--- config.mk ---
export PLATFORM = sky130hd
export DESIGN_NAME = calendar_to_second_stamp
export DESIGN_NICKNAME = d
export VERILOG_FILES = /design/src/design/c2ss_pkg.sv /design/src/design/calendar_to_second_stamp.sv
export SDC_FILE = /design/constraint.sdc
export NUM_CORES = 1
export LEC_CHECK = 0
export BUFFER_PORTS_ARGS = -buffer_cell sky130_fd_sc_hd__buf_4
export CAP_MARGIN = 20
export CORE_MARGIN = 5
export CORE_UTILIZATION = 70
export DETAILED_ROUTE_END_ITERATION = 16
export HOLD_SLACK_MARGIN = 0.08
export PLACE_DENSITY = 0.95
export SLEW_MARGIN = 30
export SYNTH_ARGS = -nofsm -noshare
export SYNTH_HDL_FRONTEND = slang
export SYNTH_SLANG_ARGS = --single-unit
--- constraint.sdc ---
create_clock -name clk -period 15 [get_ports clk]
set_clock_uncertainty 0.1 [all_clocks]
set_input_delay 1.5 -clock clk [delete_from_list [all_inputs] [get_ports clk]]
set_output_delay 1.5 -clock clk [all_outputs]
set_load 0.03 [all_outputs]
--- src/design/c2ss_pkg.sv ---
// Package with the month tables and constants for the calendar to second stamp converter.
package c2ss_pkg;

  localparam logic [13:0] MAX_YEAR      = 14'd9999;
  localparam logic [12:0] RECIP_100     = 13'd5243;
  localparam int          RECIP_SHIFT   = 19;
  localparam logic [6:0]  CENTURY       = 7'd100;
  localparam logic [8:0]  DAYS_PER_YEAR = 9'd365;
  localparam logic [31:0] EPOCH_DAY_NUM = 32'd730119;
  localparam logic [16:0] SEC_PER_DAY   = 17'd86400;
  localparam logic [11:0] SEC_PER_HOUR  = 12'd3600;
  localparam logic [5:0]  SEC_PER_MIN   = 6'd60;

  // Length of month m (1 to 12); zero for a month number that means nothing.
  function automatic logic [4:0] month_len(input logic [3:0] m, input logic leap);
    logic [4:0] len;
    case (m)
      4'd1, 4'd3, 4'd5, 4'd7, 4'd8, 4'd10, 4'd12: len = 5'd31;
      4'd4, 4'd6, 4'd9, 4'd11:                     len = 5'd30;
      4'd2:                                        len = leap ? 5'd29 : 5'd28;
      default:                                     len = 5'd0;
    endcase
    return len;
  endfunction

  // Days in the year before the first of month m.
  function automatic logic [8:0] days_before(input logic [3:0] m, input logic leap);
    logic [8:0] base;
    logic [8:0] extra;
    extra = {8'd0, leap};
    case (m)
      4'd1:    base = 9'd0;
      4'd2:    base = 9'd31;
      4'd3:    base = 9'd59;
      4'd4:    base = 9'd90;
      4'd5:    base = 9'd120;
      4'd6:    base = 9'd151;
      4'd7:    base = 9'd181;
      4'd8:    base = 9'd212;
      4'd9:    base = 9'd243;
      4'd10:   base = 9'd273;
      4'd11:   base = 9'd304;
      4'd12:   base = 9'd334;
      default: base = 9'd0;
    endcase
    if (m > 4'd2) begin
      base = base + extra;
    end
    return base;
  endfunction

endpackage

--- src/design/calendar_to_second_stamp.sv ---
// Top level of the calendar date and time to second stamp converter.
//
// One input beat carries a Gregorian date (year, month, day of month) and a
// time of day. One output beat carries the signed count of seconds since
// 1999-12-31 00:00 and a flag that says whether the date was valid. Invalid
// dates (year outside 1 to 9999, month outside 1 to 12, or a day that is not
// in that month) give a stamp of zero and a cleared flag. The time of day is
// not checked. The stamp wraps modulo 2^32.
//
// The block is a five stage pipeline: range checks and divide-by-100, leap
// year and day-of-year table, day number, the multiply by 86400, and the
// final add in the output register. out_valid rises once the beat has passed
// through every stage register; while the receiver does not stall, one beat
// is accepted every cycle. The multiply by 86400 sets the depth of the
// critical stage.
//
// Reset clears every stage's valid bit, so the pipeline comes up empty.
// When the receiver stalls, the stages fill up from the output backward;
// each stage holds its beat until the next stage frees, and in_ready falls
// only once every stage holds a beat. Nothing is dropped or repeated.
module calendar_to_second_stamp (
  input  logic               clk,
  input  logic               rst_n,
  input  logic               in_valid,
  output logic               in_ready,
  input  logic [13:0]        in_year,
  input  logic [3:0]         in_month,
  input  logic [4:0]         in_day_of_month,
  input  logic [4:0]         in_hour,
  input  logic [5:0]         in_minute,
  input  logic [5:0]         in_second,
  output logic               out_valid,
  input  logic               out_ready,
  output logic signed [31:0] out_second_stamp,
  output logic               out_date_valid
);
  import c2ss_pkg::*;

  // Stage valid bits and advance enables. A stage may load when it is empty
  // or when its current beat moves on in the same cycle.
  logic s1_v_r, s2_v_r, s3_v_r, s4_v_r, s5_v_r;
  logic s1_en, s2_en, s3_en, s4_en, s5_en;

  assign s5_en    = !s5_v_r || out_ready;
  assign s4_en    = !s4_v_r || s5_en;
  assign s3_en    = !s3_v_r || s4_en;
  assign s2_en    = !s2_v_r || s3_en;
  assign s1_en    = !s1_v_r || s2_en;
  assign in_ready = s1_en;

  always_ff @(posedge clk) begin
    if (!rst_n) begin
      s1_v_r <= 1'b0;
      s2_v_r <= 1'b0;
      s3_v_r <= 1'b0;
      s4_v_r <= 1'b0;
      s5_v_r <= 1'b0;
    end else begin
      if (s1_en) s1_v_r <= in_valid;
      if (s2_en) s2_v_r <= s1_v_r;
      if (s3_en) s3_v_r <= s2_v_r;
      if (s4_en) s4_v_r <= s3_v_r;
      if (s5_en) s5_v_r <= s4_v_r;
    end
  end

  // Stage 1: year and month range checks, and year / 100 for both the year
  // and the year before it, by a multiply with the scaled reciprocal.
  logic [13:0] p_nxt;
  logic [26:0] qy_prod, qp_prod;
  logic        range_ok_nxt;

  logic [13:0] s1_y_r, s1_p_r;
  logic [3:0]  s1_m_r;
  logic [4:0]  s1_d_r, s1_hh_r;
  logic [5:0]  s1_mm_r, s1_ss_r;
  logic [7:0]  s1_qy_r, s1_qp_r;
  logic        s1_ok_r;

  assign p_nxt        = in_year - 14'd1;
  assign qy_prod      = {13'd0, in_year} * {14'd0, RECIP_100};
  assign qp_prod      = {13'd0, p_nxt} * {14'd0, RECIP_100};
  assign range_ok_nxt = (in_year != 14'd0) && (in_year <= MAX_YEAR) &&
                        (in_month != 4'd0) && (in_month <= 4'd12);

  always_ff @(posedge clk) begin
    if (s1_en) begin
      s1_y_r  <= in_year;
      s1_p_r  <= p_nxt;
      s1_m_r  <= in_month;
      s1_d_r  <= in_day_of_month;
      s1_hh_r <= in_hour;
      s1_mm_r <= in_minute;
      s1_ss_r <= in_second;
      s1_qy_r <= qy_prod[RECIP_SHIFT +: 8];
      s1_qp_r <= qp_prod[RECIP_SHIFT +: 8];
      s1_ok_r <= range_ok_nxt;
    end
  end

  // Stage 2: leap year rule, month table, day check, and the pieces of the
  // day number: years times 365 and the leap day correction.
  logic        leap;
  logic [14:0] cent_y;
  logic [4:0]  mlen;
  logic [8:0]  dbefore;
  logic [22:0] p365_nxt;
  logic [11:0] corr_nxt;

  logic [22:0] s2_p365_r;
  logic [11:0] s2_corr_r;
  logic [8:0]  s2_doy_r;
  logic [4:0]  s2_hh_r;
  logic [5:0]  s2_mm_r, s2_ss_r;
  logic        s2_ok_r;

  assign cent_y   = {7'd0, s1_qy_r} * {8'd0, CENTURY};
  assign leap     = (s1_y_r[1:0] == 2'b00) &&
                    ((cent_y != {1'b0, s1_y_r}) || (s1_qy_r[1:0] == 2'b00));
  assign mlen     = month_len(s1_m_r, leap);
  assign dbefore  = days_before(s1_m_r, leap);
  assign p365_nxt = {9'd0, s1_p_r} * {14'd0, DAYS_PER_YEAR};
  assign corr_nxt = s1_p_r[13:2] - {4'd0, s1_qp_r} + {6'd0, s1_qp_r[7:2]};

  always_ff @(posedge clk) begin
    if (s2_en) begin
      s2_p365_r <= p365_nxt;
      s2_corr_r <= corr_nxt;
      s2_doy_r  <= dbefore + {4'd0, s1_d_r};
      s2_hh_r   <= s1_hh_r;
      s2_mm_r   <= s1_mm_r;
      s2_ss_r   <= s1_ss_r;
      s2_ok_r   <= s1_ok_r && (s1_d_r != 5'd0) && (s1_d_r <= mlen);
    end
  end

  // Stage 3: day number and the distance in days from the epoch day.
  logic [31:0] s3_days_r;
  logic [4:0]  s3_hh_r;
  logic [5:0]  s3_mm_r, s3_ss_r;
  logic        s3_ok_r;

  always_ff @(posedge clk) begin
    if (s3_en) begin
      s3_days_r <= {9'd0, s2_p365_r} + {20'd0, s2_corr_r} + {23'd0, s2_doy_r}
                   - EPOCH_DAY_NUM;
      s3_hh_r   <= s2_hh_r;
      s3_mm_r   <= s2_mm_r;
      s3_ss_r   <= s2_ss_r;
      s3_ok_r   <= s2_ok_r;
    end
  end

  // Stage 4: days times 86400, kept to 32 bits, and the seconds of the day.
  logic [48:0] day_sec;
  logic [16:0] hh_sec, mm_sec, tod_nxt;

  logic [31:0] s4_prod_r;
  logic [16:0] s4_tod_r;
  logic        s4_ok_r;

  assign day_sec = {17'd0, s3_days_r} * {32'd0, SEC_PER_DAY};
  assign hh_sec  = 17'({12'd0, s3_hh_r} * {5'd0, SEC_PER_HOUR});
  assign mm_sec  = 17'({6'd0, s3_mm_r} * {6'd0, SEC_PER_MIN});
  assign tod_nxt = hh_sec + mm_sec + {11'd0, s3_ss_r};

  always_ff @(posedge clk) begin
    if (s4_en) begin
      s4_prod_r <= day_sec[31:0];
      s4_tod_r  <= tod_nxt;
      s4_ok_r   <= s3_ok_r;
    end
  end

  // Stage 5: output register. An invalid date is forced to zero here.
  logic [31:0] s5_stamp_r;
  logic        s5_ok_r;

  always_ff @(posedge clk) begin
    if (s5_en) begin
      s5_stamp_r <= s4_ok_r ? (s4_prod_r + {15'd0, s4_tod_r}) : 32'd0;
      s5_ok_r    <= s4_ok_r;
    end
  end

  assign out_valid        = s5_v_r;
  assign out_second_stamp = signed'(s5_stamp_r);
  assign out_date_valid   = s5_ok_r;

endmodule
==> flow_summary.json <==
{
  "status": "completed",
  "core_um2": 38470,
  "finalSetupViolCount": 0,
  "area_growth_pct": 8.372,
  "grtUsageMet3_pct": 3.671,
  "dp_hpwl_um": 46210,
  "place.gp.congestion": 0.9382,
  "synth_edf_count": 252,
  "r2r_start": "s1_qy_r[1]",
  "die_x_um": 206.6,
  "fin_crit_ps": 7648,
  "antennaDiodeCount": 0,
  "tightestPinTransition_ps": 941.5,
  "cts_buffer_depth": 3,
  "synth.most_common_cell": "inv_1",
  "worst-path-stages": 24,
  "dieArea_um2": 42680,
  "cap_violations": 0,
  "fmax_mhz": 130.7,
  "r2r_setup_slack_ps": 8190,
  "grt_max_degree": 69,
  "drc": 0,
  "yosysSeqAreaShare_pct": 29.01,
  "tns_ps": 0,
  "vias": 18830,
  "synthDistinctLibCells": 69,
  "path_class": "in2reg",
  "r2r_cells": 22,
  "antenna_found_initial": 0,
  "ys_ff_latch": 266,
  "overflow": 0,
  "hold_path.class": "reg2reg",
  "drv_slew": 0,
  "ant_nets": 0,
  "synth_fp_nets": 3293,
  "worstPathRequired_ps": 15230,
  "yosys_warnings": 0,
  "critPathMaxFanout": 8,
  "port_buffers": 78,
  "grt_usage_pct": 29.78,
  "grt_pass1_vias": 20390,
  "start_util_pct": 70.32,
  "synth_area_um2": 27050,
  "relSlewSlack_pct": 37.23,
  "clk_pin_slew_worst_paths_ps": 70,
  "cp-end-kind": "register",
  "fin_crit_sh_pct": 50.99,
  "cts_root_buf": "clkbuf_16",
  "drt_iter0_drc": 1527,
  "worstPathCellList": "buf_4 > inv_1 > ha_1 > nand2_1 > nand2_1 > a21boi_0 > nand3_1 > xnor2_1 > inv_1 > ha_1 > fa_1 > fa_1 > fa_1 > inv_1 > fa_1 > inv_1 > ha_1 > a2111oi_0 > o21ai_0 > a21o_1 > a21oi_1 > o211ai_1 > a31oi_1 > xnor2_1",
  "critPathLaunch": "in_year[2]",
  "cts_tree": "built",
  "r2r-end": "s2_doy_r[8]",
  "synthArstFlopShare_pct": 0,
  "htreeDepth": 1,
  "crit_path_max_incr_delay_ps": 590,
  "cts-buffers-inserted": 28,
  "syn-mean-instance-area_um2": 10.81,
  "dieHeight_um": 206.6,
  "cts.sinks": 266,
  "endpoint": "s1_qp_r[7]",
  "grt_util_met1_pct": 33.15,
  "cp_num_buf_inv": 5,
  "synth_common_cells": "inv_1 (593), ha_1 (493), fa_1 (253)",
  "num-nets-final": 3393,
  "post_cts_resized": 0,
  "grt_busiest_layer": "met2",
  "path_delay_family": "adder cells",
  "wirelength_um": 62820,
  "synth_top_cell_area_share_pct": 27.97,
  "via_per_inst": 5.995,
  "arrival_ps": 7880,
  "crit_path_start_kind": "primary input",
  "rsz0062_at_grt": "no",
  "fill_cells": 2147,
  "syn_inst": 2503,
  "insertion_delay_ps": 590,
  "drive_gt1_share_pct": 5.986,
  "crit_slowest_cell": "xnor2_1",
  "grt_pass1_wl_um": 101300,
  "ios": 79,
  "grt_use_met2_pct": 55.81,
  "rows": 72,
  "yosysTopAreaCell": "edfxtp_1",
  "synth_area_leaders": "edfxtp_1 (28%), ha_1 (23%), fa_1 (19%), inv_1 (8.2%), xnor2_1 (3.7%)",
  "hold_viol": 0,
  "wl_per_cell_um": 20.00,
  "first_pass_iters": 7,
  "layout.core_utilization_pct": 76.21,
  "ys.flop_type": "edfxtp_1",
  "post_cts_buffers": 0,
  "hold_ws_ps": 316.1,
  "hold_buffers": 0
}
==> cells by family after synthesis <==
family	synth area share, %
and+or+nand+nor	6.790
DFF	29.01
muxes	0.6568
adders and majority gates	41.56
AOI/OAI and AO/OA	8.515
buffers and inverters	8.446
xor gates and xnor gates	5.018
==> worst min path at each step <==
stage	start	to	slack, ps	depth (start not counted)
global placement	s2_hh_r[2]	s3_hh_r[2]	300	0
detailed placement	s1_hh_r[0]	s2_hh_r[0]	310	0
CTS	s2_mm_r[2]	s3_mm_r[2]	310	0
finish	s2_mm_r[2]	s3_mm_r[2]	320	0
floorplan	s1_hh_r[0]	s2_hh_r[0]	300	0
global route	s2_mm_r[5]	s3_mm_r[5]	320	0
==> layout by cell type, fill, tap and decap left out, types with 14 or more instances in the layout <==
master,synthesis,final
and2_1,23,23
nor2b_1,22,22
ha_1,493,493
a21oi_1,100,100
a211oi_1,18,17
fa_1,253,253
buf_4,0,84
nor3_1,32,32
dfxtp_1,14,14
and3_1,21,21
nand2b_1,28,28
o21bai_1,14,14
o21a_1,21,21
nand2_1,88,86
edfxtp_1,252,252
o21ai_0,73,73
o211ai_1,14,14
xnor2_1,113,111
nand3_1,36,36
nor2_1,49,49
clkbuf_16,0,28
a21o_1,37,37
inv_1,593,592
xor2_1,42,41
==> state kept, by name, summed over array words and instances (netlist names), 8 cells and up, named ones only <==
register	count
s2_doy_r	9
s3_days_r	25
out_second_stamp	32
s1_qp_r	8
s1_p_r	14
s4_tod_r	17
s2_corr_r	12
s4_prod_r	25
s1_qy_r	8
s1_y_r	14
s2_p365_r	23
==> through the flow <==
| stage | cell area, µm² | setup slack (ps) | cells |
|---|---|---|---|
| after floorplan | 27050 | 7599 | 2503 |
| after global placement | 28280 | 7096 | 3090 |
| after detailed placement | 28310 | 6862 | 3091 |
| after CTS | 29300 | 7418 | 3141 |
| after global routing | 29320 | 6933 | 3141 |
| final | 29320 | 7352 | 3141 |
==> cell type report <==
class / count / area [µm²] / share of cell area, %
Multi-Input combinational cell: 1629 / 16960 / 57.86
Sequential cell: 266 / 7848 / 26.77
Inverter: 593 / 2226 / 7.593
Clock buffer: 33 / 749.5 / 2.557
Tap cell: 518 / 648.1 / 2.211
Timing Repair Buffer: 85 / 641.9 / 2.190
Clock inverter: 17 / 240.2 / 0.8195
==> per-layer routing <==
metal / routed length, µm / vias to the layer above
met5: 0 / -
met4: 3724 / 0
met3: 3254 / 294
met2: 33290 / 884
met1: 22550 / 9102
li1: - / 8549
==> worst register-to-register path: stages (launching register included) <==
cell	delay (ps)
edfxtp_1	490
ha_1	350
ha_1	300
ha_1	330
fa_1	510
xor2_1	170
nor3_1	220
nand4_1	140
nor4_1	420
nand3_1	150
a211oi_2	480
nor3_1	170
ha_1	340
mux2_2	310
ha_1	220
fa_1	420
a21o_1	200
a21oi_1	310
nor2b_1	140
o22a_1	260
maj3_1	390
nand2_1	100
xnor2_1	80
Power is left out: the tool's default activity adds up to more than one toggle a clock period on the data nets, which glitch-free logic cannot reach.
